`config.mk`:
```
export PLATFORM = sky130hd
export DESIGN_NAME = stepper_floor_move_sequencer_unit_flat
export DESIGN_NICKNAME = d
export VERILOG_FILES = /design/src/sv/sfm_pkg.sv /design/src/sv/sfm_ifs.sv /design/src/sv/stepper_floor_move_sequencer_unit.sv /design/src/sv/sfm_core.sv /design/src/flat_wrapper.sv
export SDC_FILE = /design/constraint.sdc
export NUM_CORES = 1
export LEC_CHECK = 0
export BUFFER_PORTS_ARGS = -buffer_cell sky130_fd_sc_hd__buf_2
export CORE_MARGIN = 2
export CORE_UTILIZATION = 55
export DETAILED_ROUTE_END_ITERATION = 7
export PLACE_DENSITY = 0.74
export SETUP_SLACK_MARGIN = 0.3
export SLEW_MARGIN = 5
export SYNTH_ARGS = -nofsm -noshare
export SYNTH_HDL_FRONTEND = slang
export SYNTH_SLANG_ARGS = --single-unit
```
`constraint.sdc`:
```
create_clock -name i_clk -period 4 [get_ports i_clk]
set_input_delay 0.4 -clock i_clk [delete_from_list [all_inputs] [get_ports i_clk]]
set_output_delay 0.4 -clock i_clk [all_outputs]
set_load 0.005 [all_outputs]
```
`src/sv/sfm_pkg.sv`:
```
package sfm_pkg;

    localparam int unsigned TimerW = 16;
    localparam int unsigned GroupW = 16;

    localparam logic REQ_TICK  = 1'b0;
    localparam logic REQ_START = 1'b1;

    localparam logic MOVE_HOME  = 1'b0;
    localparam logic MOVE_FLOOR = 1'b1;

    localparam logic [1:0] REG_PHASE_TICKS = 2'd0;
    localparam logic [1:0] REG_GROUP_LIMIT = 2'd1;
    localparam logic [1:0] REG_STOP_ENABLE = 2'd2;

    localparam logic [1:0] FLOOR_UNKNOWN = 2'd0;
    localparam logic [1:0] FLOOR_ONE     = 2'd1;
    localparam logic [1:0] FLOOR_TWO     = 2'd2;
    localparam logic [1:0] FLOOR_THREE   = 2'd3;

    localparam logic [2:0] PHASE_FIRST = 3'd0;
    localparam logic [2:0] PHASE_LAST  = 3'd7;

    localparam logic [TimerW-1:0] PHASE_TICKS_RST = 16'd1000;
    localparam logic [GroupW-1:0] GROUP_LIMIT_RST = 16'd512;

    typedef struct packed {
        logic [TimerW-1:0] phase_ticks;
        logic [GroupW-1:0] group_limit;
        logic              stop_enable;
    } t_cfg;

    typedef struct packed {
        logic       req_type;
        logic       move_kind;
        logic       home_up;
        logic [1:0] target_floor;
        logic       sensor_one_n;
        logic       sensor_two_n;
        logic       sensor_three_n;
    } t_req;

    typedef struct packed {
        logic              busy;
        logic              going_up;
        logic              homing;
        logic [2:0]        phase_index;
        logic [TimerW-1:0] phase_timer;
        logic [GroupW-1:0] group_count;
        logic [1:0]        dest_floor;
        logic [1:0]        recorded_floor;
        logic [2:0]        lamp;
        logic [3:0]        coil;
    } t_state;

    // Half-step coil patterns, phase 1 at index 0.
    function automatic logic [3:0] f_coil(input logic [2:0] idx);
        logic [3:0] pat;
        case (idx)
            3'd0:    pat = 4'b0001;
            3'd1:    pat = 4'b0011;
            3'd2:    pat = 4'b0010;
            3'd3:    pat = 4'b0110;
            3'd4:    pat = 4'b0100;
            3'd5:    pat = 4'b1100;
            3'd6:    pat = 4'b1000;
            default: pat = 4'b1001;
        endcase
        return pat;
    endfunction

    function automatic logic [2:0] f_lamp(input logic [1:0] floor);
        logic [2:0] lamp;
        unique case (floor)
            FLOOR_ONE:   lamp = 3'b001;
            FLOOR_TWO:   lamp = 3'b010;
            FLOOR_THREE: lamp = 3'b100;
            default:     lamp = 3'b000;
        endcase
        return lamp;
    endfunction

endpackage

```
`src/sv/sfm_ifs.sv`:
```
interface sfm_in_if;
    logic       valid;
    logic       ready;
    logic       req_type;
    logic       move_kind;
    logic       home_up;
    logic [1:0] target_floor;
    logic       sensor_one_n;
    logic       sensor_two_n;
    logic       sensor_three_n;

    modport source (output valid, req_type, move_kind, home_up, target_floor,
                    sensor_one_n, sensor_two_n, sensor_three_n, input ready);
    modport sink   (input valid, req_type, move_kind, home_up, target_floor,
                    sensor_one_n, sensor_two_n, sensor_three_n, output ready);
endinterface

interface sfm_out_if;
    logic       valid;
    logic       ready;
    logic [3:0] coil_drive;
    logic [2:0] floor_lamp;
    logic       moving;
    logic [1:0] floor_now;
    logic       move_done;

    modport source (output valid, coil_drive, floor_lamp, moving, floor_now, move_done,
                    input ready);
    modport sink   (input valid, coil_drive, floor_lamp, moving, floor_now, move_done,
                    output ready);
endinterface

interface sfm_cfg_if;
    logic        valid;
    logic        ready;
    logic [1:0]  index;
    logic [15:0] data;

    modport source (output valid, index, data, input ready);
    modport sink   (input valid, index, data, output ready);
endinterface

```
`src/sv/stepper_floor_move_sequencer_unit.sv`:
```
// Channel   Modport  Payload                                         Accepted when
// i_in      sink     req_type move_kind home_up target_floor sensors  valid & ready
// o_out     source   coil_drive floor_lamp moving floor_now move_done valid & ready
// i_cfg     sink     index (0 ticks, 1 groups, 2 stop) data           valid & ready
//
// One word in, one word out; each word passes through a single result register.
// i_in.ready is high whenever the result register is empty or being drained, so
// words flow back to back at one per clock.
// A stalled o_out holds the word and the move state; i_cfg is always ready.
// i_rst_n is synchronous, active low; it clears the move state and restores the
// register defaults.
module stepper_floor_move_sequencer_unit (
    input logic       i_clk,
    input logic       i_rst_n,
    sfm_in_if.sink    i_in,
    sfm_out_if.source o_out,
    sfm_cfg_if.sink   i_cfg
);
    import sfm_pkg::*;

    t_cfg   r_cfg;
    t_state r_state;
    t_state n_state;
    t_req   req;
    logic   done;
    logic   accept;

    logic       r_out_valid;
    logic [3:0] r_coil_drive;
    logic [2:0] r_floor_lamp;
    logic       r_moving;
    logic [1:0] r_floor_now;
    logic       r_move_done;

    assign req = '{req_type:       i_in.req_type,
                   move_kind:      i_in.move_kind,
                   home_up:        i_in.home_up,
                   target_floor:   i_in.target_floor,
                   sensor_one_n:   i_in.sensor_one_n,
                   sensor_two_n:   i_in.sensor_two_n,
                   sensor_three_n: i_in.sensor_three_n};

    sfm_core u_core (
        .i_state (r_state),
        .i_req   (req),
        .i_cfg   (r_cfg),
        .o_state (n_state),
        .o_done  (done)
    );

    assign i_in.ready  = !r_out_valid || o_out.ready;
    assign accept      = i_in.valid && i_in.ready;
    assign i_cfg.ready = 1'b1;

    always_ff @(posedge i_clk) begin
        if (!i_rst_n) begin
            r_cfg.phase_ticks <= PHASE_TICKS_RST;
            r_cfg.group_limit <= GROUP_LIMIT_RST;
            r_cfg.stop_enable <= 1'b1;
        end else if (i_cfg.valid) begin
            unique case (i_cfg.index)
                REG_PHASE_TICKS: r_cfg.phase_ticks <= i_cfg.data;
                REG_GROUP_LIMIT: r_cfg.group_limit <= i_cfg.data;
                REG_STOP_ENABLE: r_cfg.stop_enable <= i_cfg.data[0];
                default:         ;
            endcase
        end
    end

    always_ff @(posedge i_clk) begin
        if (!i_rst_n) begin
            r_state     <= '0;
            r_out_valid <= 1'b0;
        end else begin
            if (accept) begin
                r_state <= n_state;
            end
            if (accept) begin
                r_out_valid <= 1'b1;
            end else if (o_out.ready) begin
                r_out_valid <= 1'b0;
            end
        end
    end

    always_ff @(posedge i_clk) begin
        if (accept) begin
            r_coil_drive <= n_state.coil;
            r_floor_lamp <= n_state.lamp;
            r_moving     <= n_state.busy;
            r_floor_now  <= n_state.recorded_floor;
            r_move_done  <= done;
        end
    end

    assign o_out.valid      = r_out_valid;
    assign o_out.coil_drive = r_coil_drive;
    assign o_out.floor_lamp = r_floor_lamp;
    assign o_out.moving     = r_moving;
    assign o_out.floor_now  = r_floor_now;
    assign o_out.move_done  = r_move_done;

endmodule

```
`src/sv/sfm_core.sv`:
```
module sfm_core (
    input  sfm_pkg::t_state i_state,
    input  sfm_pkg::t_req   i_req,
    input  sfm_pkg::t_cfg   i_cfg,
    output sfm_pkg::t_state o_state,
    output logic            o_done
);
    import sfm_pkg::*;

    typedef struct packed {
        logic   ended;
        t_state st;
    } t_gs;

    logic [2:0] sens_n;
    assign sens_n = {i_req.sensor_three_n, i_req.sensor_two_n, i_req.sensor_one_n};

    function automatic logic f_dest_low(input logic [1:0] dest, input logic [2:0] sn);
        logic low;
        unique case (dest)
            FLOOR_ONE:   low = !sn[0];
            FLOOR_TWO:   low = !sn[1];
            FLOOR_THREE: low = !sn[2];
            default:     low = 1'b0;
        endcase
        return low;
    endfunction

    function automatic logic [TimerW-1:0] f_reload(input t_cfg c);
        return (c.phase_ticks == '0) ? TimerW'(1) : c.phase_ticks;
    endfunction

    function automatic t_state f_finish(input t_state s_in, input logic [2:0] sn,
                                        input logic coils_off);
        t_state s;
        s = s_in;
        if (coils_off) begin
            s.coil = 4'b0000;
        end
        // Record the floor only on arrival.
        if (f_dest_low(s.dest_floor, sn)) begin
            s.recorded_floor = s.dest_floor;
            s.lamp           = f_lamp(s.dest_floor);
        end
        s.busy = 1'b0;
        return s;
    endfunction

    function automatic t_gs f_group_start(input t_state s_in, input logic [2:0] sn,
                                          input t_cfg c);
        t_state s;
        t_gs    r;
        s = s_in;
        if (!s.homing && s.recorded_floor != FLOOR_UNKNOWN
            && ((s.recorded_floor == FLOOR_ONE && s.dest_floor == FLOOR_THREE)
                || (s.recorded_floor == FLOOR_THREE && s.dest_floor == FLOOR_ONE))
            && !sn[1]) begin
            s.lamp = f_lamp(FLOOR_TWO);
        end
        if (c.stop_enable && f_dest_low(s.dest_floor, sn)) begin
            r.st    = f_finish(s, sn, 1'b1);
            r.ended = 1'b1;
        end else begin
            s.phase_index = s.going_up ? PHASE_LAST : PHASE_FIRST;
            s.coil        = f_coil(s.phase_index);
            s.phase_timer = f_reload(c);
            r.st          = s;
            r.ended       = 1'b0;
        end
        return r;
    endfunction

    always_comb begin
        t_state s;
        t_gs    gs;
        logic   done;
        logic   go;
        s    = i_state;
        gs   = '0;
        done = 1'b0;
        go   = 1'b0;
        if (i_req.req_type == REQ_START) begin
            if (!s.busy) begin
                if (i_req.move_kind == MOVE_HOME) begin
                    s.homing     = 1'b1;
                    s.going_up   = i_req.home_up;
                    s.dest_floor = FLOOR_ONE;
                    go           = 1'b1;
                end else if (s.recorded_floor != FLOOR_UNKNOWN
                             && i_req.target_floor != FLOOR_UNKNOWN
                             && i_req.target_floor != s.recorded_floor) begin
                    s.homing     = 1'b0;
                    s.going_up   = i_req.target_floor > s.recorded_floor;
                    s.dest_floor = i_req.target_floor;
                    go           = 1'b1;
                end
                if (go) begin
                    s.busy        = 1'b1;
                    s.group_count = '0;
                    if (i_cfg.group_limit == '0) begin
                        s    = f_finish(s, sens_n, 1'b0);
                        done = 1'b1;
                    end else begin
                        gs   = f_group_start(s, sens_n, i_cfg);
                        s    = gs.st;
                        done = gs.ended;
                    end
                end
            end
        end else if (s.busy) begin
            if (s.phase_timer > TimerW'(1)) begin
                s.phase_timer = s.phase_timer - TimerW'(1);
            end else begin
                s.phase_timer = '0;
                if (i_cfg.stop_enable && f_dest_low(s.dest_floor, sens_n)) begin
                    s    = f_finish(s, sens_n, 1'b1);
                    done = 1'b1;
                end else if ((s.going_up && s.phase_index == PHASE_FIRST)
                             || (!s.going_up && s.phase_index == PHASE_LAST)) begin
                    s.group_count = s.group_count + GroupW'(1);
                    if (s.group_count >= i_cfg.group_limit) begin
                        // Coils keep the last pattern.
                        s    = f_finish(s, sens_n, 1'b0);
                        done = 1'b1;
                    end else begin
                        gs   = f_group_start(s, sens_n, i_cfg);
                        s    = gs.st;
                        done = gs.ended;
                    end
                end else begin
                    s.phase_index = s.going_up ? s.phase_index - 3'd1 : s.phase_index + 3'd1;
                    s.coil        = f_coil(s.phase_index);
                    s.phase_timer = f_reload(i_cfg);
                end
            end
        end
        o_state = s;
        o_done  = done;
    end

endmodule

```
`src/flat_wrapper.sv`:
```
// flat-port wrapper written by rule: the top's interface ports become plain ports
module stepper_floor_move_sequencer_unit_flat import sfm_pkg::*;
  (i_clk, i_rst_n, i_in_valid, i_in_req_type, i_in_move_kind, i_in_home_up, i_in_target_floor, i_in_sensor_one_n, i_in_sensor_two_n, i_in_sensor_three_n, i_in_ready, o_out_valid, o_out_coil_drive, o_out_floor_lamp, o_out_moving, o_out_floor_now, o_out_move_done, o_out_ready, i_cfg_valid, i_cfg_index, i_cfg_data, i_cfg_ready);
  sfm_in_if i_in_i ();
  sfm_out_if o_out_i ();
  sfm_cfg_if i_cfg_i ();
  input logic i_clk;
  input logic i_rst_n;
  input wire logic [$bits(i_in_i.valid)-1:0] i_in_valid;
  input wire logic [$bits(i_in_i.req_type)-1:0] i_in_req_type;
  input wire logic [$bits(i_in_i.move_kind)-1:0] i_in_move_kind;
  input wire logic [$bits(i_in_i.home_up)-1:0] i_in_home_up;
  input wire logic [$bits(i_in_i.target_floor)-1:0] i_in_target_floor;
  input wire logic [$bits(i_in_i.sensor_one_n)-1:0] i_in_sensor_one_n;
  input wire logic [$bits(i_in_i.sensor_two_n)-1:0] i_in_sensor_two_n;
  input wire logic [$bits(i_in_i.sensor_three_n)-1:0] i_in_sensor_three_n;
  output wire logic [$bits(i_in_i.ready)-1:0] i_in_ready;
  output wire logic [$bits(o_out_i.valid)-1:0] o_out_valid;
  output wire logic [$bits(o_out_i.coil_drive)-1:0] o_out_coil_drive;
  output wire logic [$bits(o_out_i.floor_lamp)-1:0] o_out_floor_lamp;
  output wire logic [$bits(o_out_i.moving)-1:0] o_out_moving;
  output wire logic [$bits(o_out_i.floor_now)-1:0] o_out_floor_now;
  output wire logic [$bits(o_out_i.move_done)-1:0] o_out_move_done;
  input wire logic [$bits(o_out_i.ready)-1:0] o_out_ready;
  input wire logic [$bits(i_cfg_i.valid)-1:0] i_cfg_valid;
  input wire logic [$bits(i_cfg_i.index)-1:0] i_cfg_index;
  input wire logic [$bits(i_cfg_i.data)-1:0] i_cfg_data;
  output wire logic [$bits(i_cfg_i.ready)-1:0] i_cfg_ready;
  assign i_in_i.valid = i_in_valid;
  assign i_in_i.req_type = i_in_req_type;
  assign i_in_i.move_kind = i_in_move_kind;
  assign i_in_i.home_up = i_in_home_up;
  assign i_in_i.target_floor = i_in_target_floor;
  assign i_in_i.sensor_one_n = i_in_sensor_one_n;
  assign i_in_i.sensor_two_n = i_in_sensor_two_n;
  assign i_in_i.sensor_three_n = i_in_sensor_three_n;
  assign i_in_ready = i_in_i.ready;
  assign o_out_valid = o_out_i.valid;
  assign o_out_coil_drive = o_out_i.coil_drive;
  assign o_out_floor_lamp = o_out_i.floor_lamp;
  assign o_out_moving = o_out_i.moving;
  assign o_out_floor_now = o_out_i.floor_now;
  assign o_out_move_done = o_out_i.move_done;
  assign o_out_i.ready = o_out_ready;
  assign i_cfg_i.valid = i_cfg_valid;
  assign i_cfg_i.index = i_cfg_index;
  assign i_cfg_i.data = i_cfg_data;
  assign i_cfg_ready = i_cfg_i.ready;
  stepper_floor_move_sequencer_unit u_core (.i_clk(i_clk), .i_rst_n(i_rst_n), .i_in(i_in_i), .o_out(o_out_i), .i_cfg(i_cfg_i));
endmodule
```
; ---- Word-level counts from Yosys, hierarchy flattened
; Cells that the tools add are included.
[totals]
regBits = 94
latch_bits = 0
mem_bits_rw = 0
rom_bits = 0
input_bits = 31
output_inout_bits = 14
wordCells = 209
n_memories = 0
[classes]
add_sub_neg = 4
multipliers = 0
div = 0
order_cmp = 3
n_eq_ne = 37
n_shift = 0
n_mux = 96
bitwise_logic = 1
n_reduce_logical = 49
[op_table]
columns = cell, count
row1 = two-way mux 49 bit, 7
row2 = two-way mux 50 bit, 2
row3 = case mux 4 bit (7 select lines), 3
row4 = two-way mux 1 bit, 54
row5 = zero test 16 bit, 2
row6 = two-way mux 16 bit, 2
row7 = equality test 3 bit (second input constant), 10
row8 = two-way mux 27 bit, 1
row9 = two-way mux 5 bit, 5
row10 = two-way mux 23 bit, 1
row11 = two-way mux 19 bit, 1
row12 = equality test 3 x 2 -> 1 bit (second input constant), 6
row13 = logical AND 1 bit, 18
row14 = two-way mux 3 bit, 6
row15 = case mux 3 bit (3 select lines), 2
row16 = adder 16 x 1 -> 16 bit (second input constant), 1
row17 = >= comparator 16 bit, 1
row18 = greater-than comparator 16 x 1 -> 1 bit (second input constant), 1
row19 = two-way mux 2 bit, 8
row20 = subtractor 16 x 1 -> 16 bit (second input constant), 1
row21 = equality test 2 bit (second input constant), 6
row22 = zero test 3 bit, 4
row23 = nonzero test 2 bit, 6
row24 = AND reduction 10 bit, 1
row25 = other kinds (20), 41

; ---- Logic depth before layout (Yosys ltp)
[logic_depth]
ltp_word = 26
depth_mapped = 16
ltp_nobuf = 14

; ---- Cells and area by module
; A second synthesis with hierarchy kept.
[hier_totals]
cells_unflattened = 892
hier_area_um2 = 6980.4
[modules_own_cells]
columns = module, instances, cells_per_inst, area_per_inst_um2, seq_area_each_um2
row1 = stepper_floor_move_sequencer_unit, 1, 366, 3573.4, 1991.9
row2 = sfm_core, 1, 526, 3407.0, 0.0

; ---- Least setup slack after synthesis
; Ideal clock, no wire load.
[synth_timing]
path_type = register -> register
startpoint = register u_core.r_state[11] (netlist name)
endpoint = register u_core.r_state[30] (netlist name)
setup_ns = 0.127
arrival_time_ns = 3.317
required_ns = 3.873
path_slack_ns = 0.556
path_stages_with_launch = 16
n_path_buf = 2
period_less_slack_ns = 3.444
path_cell_list = dfxtp_1 -> ha_1 -> and3_1 -> clkbuf_1 -> nand3_1 -> nor2_1 -> nand3_1 -> xnor2_1 -> ha_1 -> nand4_1 -> o32a_1 -> a31oi_1 -> o22ai_4 -> buf_6 -> a22oi_1 -> o22ai_2
[synth_via]
elab_chain_cells = 8
[synth_lines]
columns = item, line_no
row1 = from (decl), stepper_floor_move_sequencer_unit.sv:22  ; t_state r_state;
row2 = from (signal assigned), stepper_floor_move_sequencer_unit.sv:76  ; r_state <= n_state;
row3 = adder 16 x 1 -> 16 bit, sfm_core.sv:120  ; s.group_count = s.group_count + GroupW'(1);
row4 = >= comparator 16 bit, sfm_core.sv:121  ; if (s.group_count >= i_cfg.group_limit) begin
row5 = two-way mux 49 bit, sfm_core.sv:121
row6 = two-way mux 19 bit, sfm_core.sv:118  ; end else if ((s.going_up && s.phase_index == PHASE_FIRST)
row7 = two-way mux 49 bit, sfm_core.sv:115  ; if (i_cfg.stop_enable && f_dest_low(s.dest_floor, sens_n)) begin
row8 = two-way mux 16 bit, sfm_core.sv:111  ; if (s.phase_timer > TimerW'(1)) begin
row9 = two-way mux 49 bit, sfm_core.sv:110  ; end else if (s.busy) begin
row10 = two-way mux 49 bit, sfm_core.sv:82  ; if (i_req.req_type == REQ_START) begin
; No other way between the ends. The select of a mux whose other input is x is not followed.
; A chain may end at the register's enable or synchronous reset.

==> reports/results.txt <==
Clk pin slew, worst setup/hold paths: 0.11 ns
Worst path max stage delay: 0.47 ns
final RePlAce weighted congestion: 0.9394
largest net degree at the start of global routing: 55
slew margin rel.: 0.3312
worst-skew pair later-pin latency: 0.37 ns
Setup CP Type: flop to flop
clock skew: 0.01284 ns
via count: 5759
nature of the critical path endpoint: flop
VDD IR max: 0.1770 mV
Worst path slowest cell: o32a_1
maximum clock insertion buffer count: 2
Post-DRT Antenna Nets: 0
# clock sinks: 94
CP cell instances: ha_1, and3_2, nand3_2, nor2_4, nand3_1, xnor2_1, ha_1, nand4_1, o32a_1, a31o_2, a21oi_4, a41o_1, nor2_1
fin area: 6414 um^2
Ant. Diodes: 0
count of cell types in the netlist: 83
met3 usage: 0.04661
final worst path period share: 0.8710
met2 GRT Util: 0.4602
Power Density: 322.0 nW/um^2
clock power share: 0.311
chip height: 107.4 um
die area: 11530 um^2
First-pass DRT Iterations: 5
Ys Warns: 0
Critical Path Source Type: flop
I/O Pins: 45
fmax: 287.0 MHz
CP bufs+invs: 0
share of power burned in registers: 0.500
DRC viols: 0
Hold Violations, Final: 0
Avg Vias per Cell: 6.239
Switching Fraction: 0.3299
internal power: 1.384 mW
met1 usage: 0.3718
switching power: 0.6813 mW
Critical Path Fanout Max: 5
total power: 2.065 mW
asr flop ratio synth: 0
final-report max-slew violation count: 0
antenna violations before repair: 0
share of post-route cells with drive strength above 1: 0.1194
Stages on worst setup path: 13
setup tns final: 0 ns
CTS HTree Levels: 3
gr busiest metal: met2
Overall Global Routing Usage: 0.2835
root buf cell: clkbuf_8
starting density of the core: 0.5670
Max Cap Viol: 0
Synth Instances: 757
Core ar.: 10370 um^2
Post-Syn Nets: 815
Placed Area: 6147 um^2
status: finished, final reports clean
PortBufs: 43
fillers: 965
Post-synth EDFFs: 11
Syn Area/Cell: 7.767 um^2
final worst path period need: 3.484 ns
vias in the first global route: 5354
Setup Viol. Count Final: 0
Logic pwr share: 0.189
Rows: 37
WP data required: 4.13 ns
Die W: 107.4 um
Detail Placement HPWL: 11840 um
kind of cell adding the most delay to the critical path: compound AO/OA/AOI/OAI gates
HP Class: input port to flop
Nets: 840
sequential share of the synthesized area: 0.3388
most frequent CP cell: ha_1
total grt overflow: 0
Arr. time, crit path: 3.61 ns
Top FF cell, synth: dfxtp_1
Worst Max-Slew Pin Slew: 1.002 ns
Inserted Clock Buffers: 9
Yosys reg bits: 94
Detailed Route WL: 16210 um
Avg WL per Cell: 17.56 um
hold path depth: 3
Area Growth Syn to Fin: 9.087%
final cell count without fillers: 923
R2R depth: 13
synthesized area: 5879 um^2
first-pass GRT wire length: 25890 um
RSZ-0062 raised after global routing: true
Inst Count DP: 907
Starting DRT DRC Count: 575
Leakage: 2.447 nW
CTS tree: built
Post-CTS Hold Fix Bufs: 0
## layer usage
layer,up-vias,wire (um)
met2,243,7654
li1,2789,-
met4,0,401
met3,36,1262
met1,2691,6894
met5,-,0
## worst register-to-register path: cells and delay by family, from the launching register on
family / cells / cell delay (ns)
compound gates: 4 / 1.21
xor+xnor: 1 / 0.16
fa+ha+maj: 2 / 0.55
flops: 1 / 0.42
simple gates: 6 / 0.90
## metrics by stage
| stage | hold WS, ns | utilization | setup WS (ns) |
|---|---|---|---|
| after CTS | 0.2420 | 0.6134 | 0.2805 |
| final | 0.2579 | 0.6185 | 0.5159 |
| after global placement | 0.4415 | 0.5928 | 0.3345 |
| after floorplan | 0.4319 | - | 0.5563 |
| after global routing | 0.2588 | 0.6185 | 0.2957 |
| after detailed placement | 0.4531 | 0.5928 | 0.1971 |
## cells in the final DEF, fill, tap and decap left out, types with 4 or more instances in the layout
cell and count:
o211ai_1 5, buf_4 7, a21o_1 7, nand3_1 43, a211oi_1 4, clkbuf_8 9, mux2i_1 9, dfxtp_1 83
nand2b_1 5, nor2_1 56, o22ai_1 4, buf_2 43, nor3_1 27, xnor2_1 13, a22oi_1 4, and3_1 6
inv_1 34, a21oi_1 82, a221oi_1 8, ha_1 26, nand3b_1 6, o21ai_1 4, nand4_1 6, edfxtp_1 11
nor4_1 14, a31oi_1 11, o21ai_0 42, nor2b_1 7, and2_1 6, xor2_1 12, nand2_1 112, o21a_1 4
## synthesized netlist by cell type, types with 8 or more instances
| master | instances | area [um^2] |
|---|---|---|
| nand2_1 | 112 | 420.4 |
| a21oi_1 | 83 | 415.4 |
| dfxtp_1 | 83 | 1662 |
| nor2_1 | 57 | 214.0 |
| nand3_1 | 45 | 225.2 |
| o21ai_0 | 43 | 215.2 |
| inv_1 | 34 | 127.6 |
| clkbuf_1 | 28 | 105.1 |
| nor3_1 | 28 | 140.1 |
| ha_1 | 26 | 325.3 |
| nor4_1 | 14 | 87.58 |
| a31oi_1 | 13 | 81.33 |
| xnor2_1 | 13 | 113.9 |
| xor2_1 | 12 | 105.1 |
| edfxtp_1 | 11 | 330.3 |
| mux2i_1 | 10 | 100.1 |
| a221oi_1 | 8 | 70.07 |
## timing repair
item | in CTS | in global routing
setup buffers | 0 | 0
hold endpoints to repair | 0 | 0
pin swaps | 0 | 1
gates resized for setup | 3 | 11
setup endpoints to repair | 18 | 40
## final timing paths
path	from	to	slack [ns]
min reg2reg	u_core.r_state[25]$_SDFFE_PN0P_	u_core.r_state[25]$_SDFFE_PN0P_	0.46
max reg2reg	u_core.r_state[11]$_SDFFE_PN0P_	u_core.o_out.floor_now[0]$_DFFE_PP_	0.52
min	i_cfg_data[6]	u_core.r_cfg[23]$_SDFFE_PN1P_	0.26
max	u_core.r_state[11]$_SDFFE_PN0P_	u_core.o_out.floor_now[0]$_DFFE_PP_	0.52
## area by class of cell
cell class / count / area, um^2 / area share
multi-input cells: 592 / 3654 / 0.5696
clock buffers: 9 / 123.9 / 0.01931
inverters: 35 / 131.4 / 0.02048
repair buffers: 50 / 267.8 / 0.04175
clock inverters: 7 / 75.07 / 0.01171
flip-flops and latches: 94 / 1992 / 0.3106
well taps: 136 / 170.2 / 0.02653
## power groups by stage
stage	clock network [mW]	logic [mW]	registers, mW
finish	0.643	0.389	1.03
global route	0.691	0.431	1.04
CTS	0.652	0.382	1.03
detailed placement	0	0.379	1.05
global placement	0	0.371	1.05
floorplan	0	0.280	1.04
## flip-flops by register name (all words and copies together) (netlist names)
| name | flops |
|---|---|
| u_core.r_cfg | 33 |
| u_core.o_out.move_done | 1 |
| u_core.o_out.valid | 1 |
| u_core.o_out.floor_lamp | 3 |
| u_core.o_out.coil_drive | 4 |
| u_core.r_state | 49 |
| u_core.o_out.moving | 1 |
| u_core.o_out.floor_now | 2 |
## kinds of logic (layout without fill, tap and decap cells)
| group | after synthesis | after routing | synth area share |
|---|---|---|---|
| AO/OA/AOI/OAI | 217 | 217 | 0.2377 |
| XOR/XNOR | 25 | 25 | 0.03724 |
| adder cells (fa/ha/maj) | 27 | 27 | 0.05874 |
| buffers and inverters | 71 | 101 | 0.05129 |
| flip-flops | 94 | 94 | 0.3388 |
| multiplexers | 12 | 12 | 0.02086 |
| other | 1 | 1 | 0.0006378 |
| AND/OR/NAND/NOR | 310 | 310 | 0.2547 |
Power figures use the tool's default switching activity.
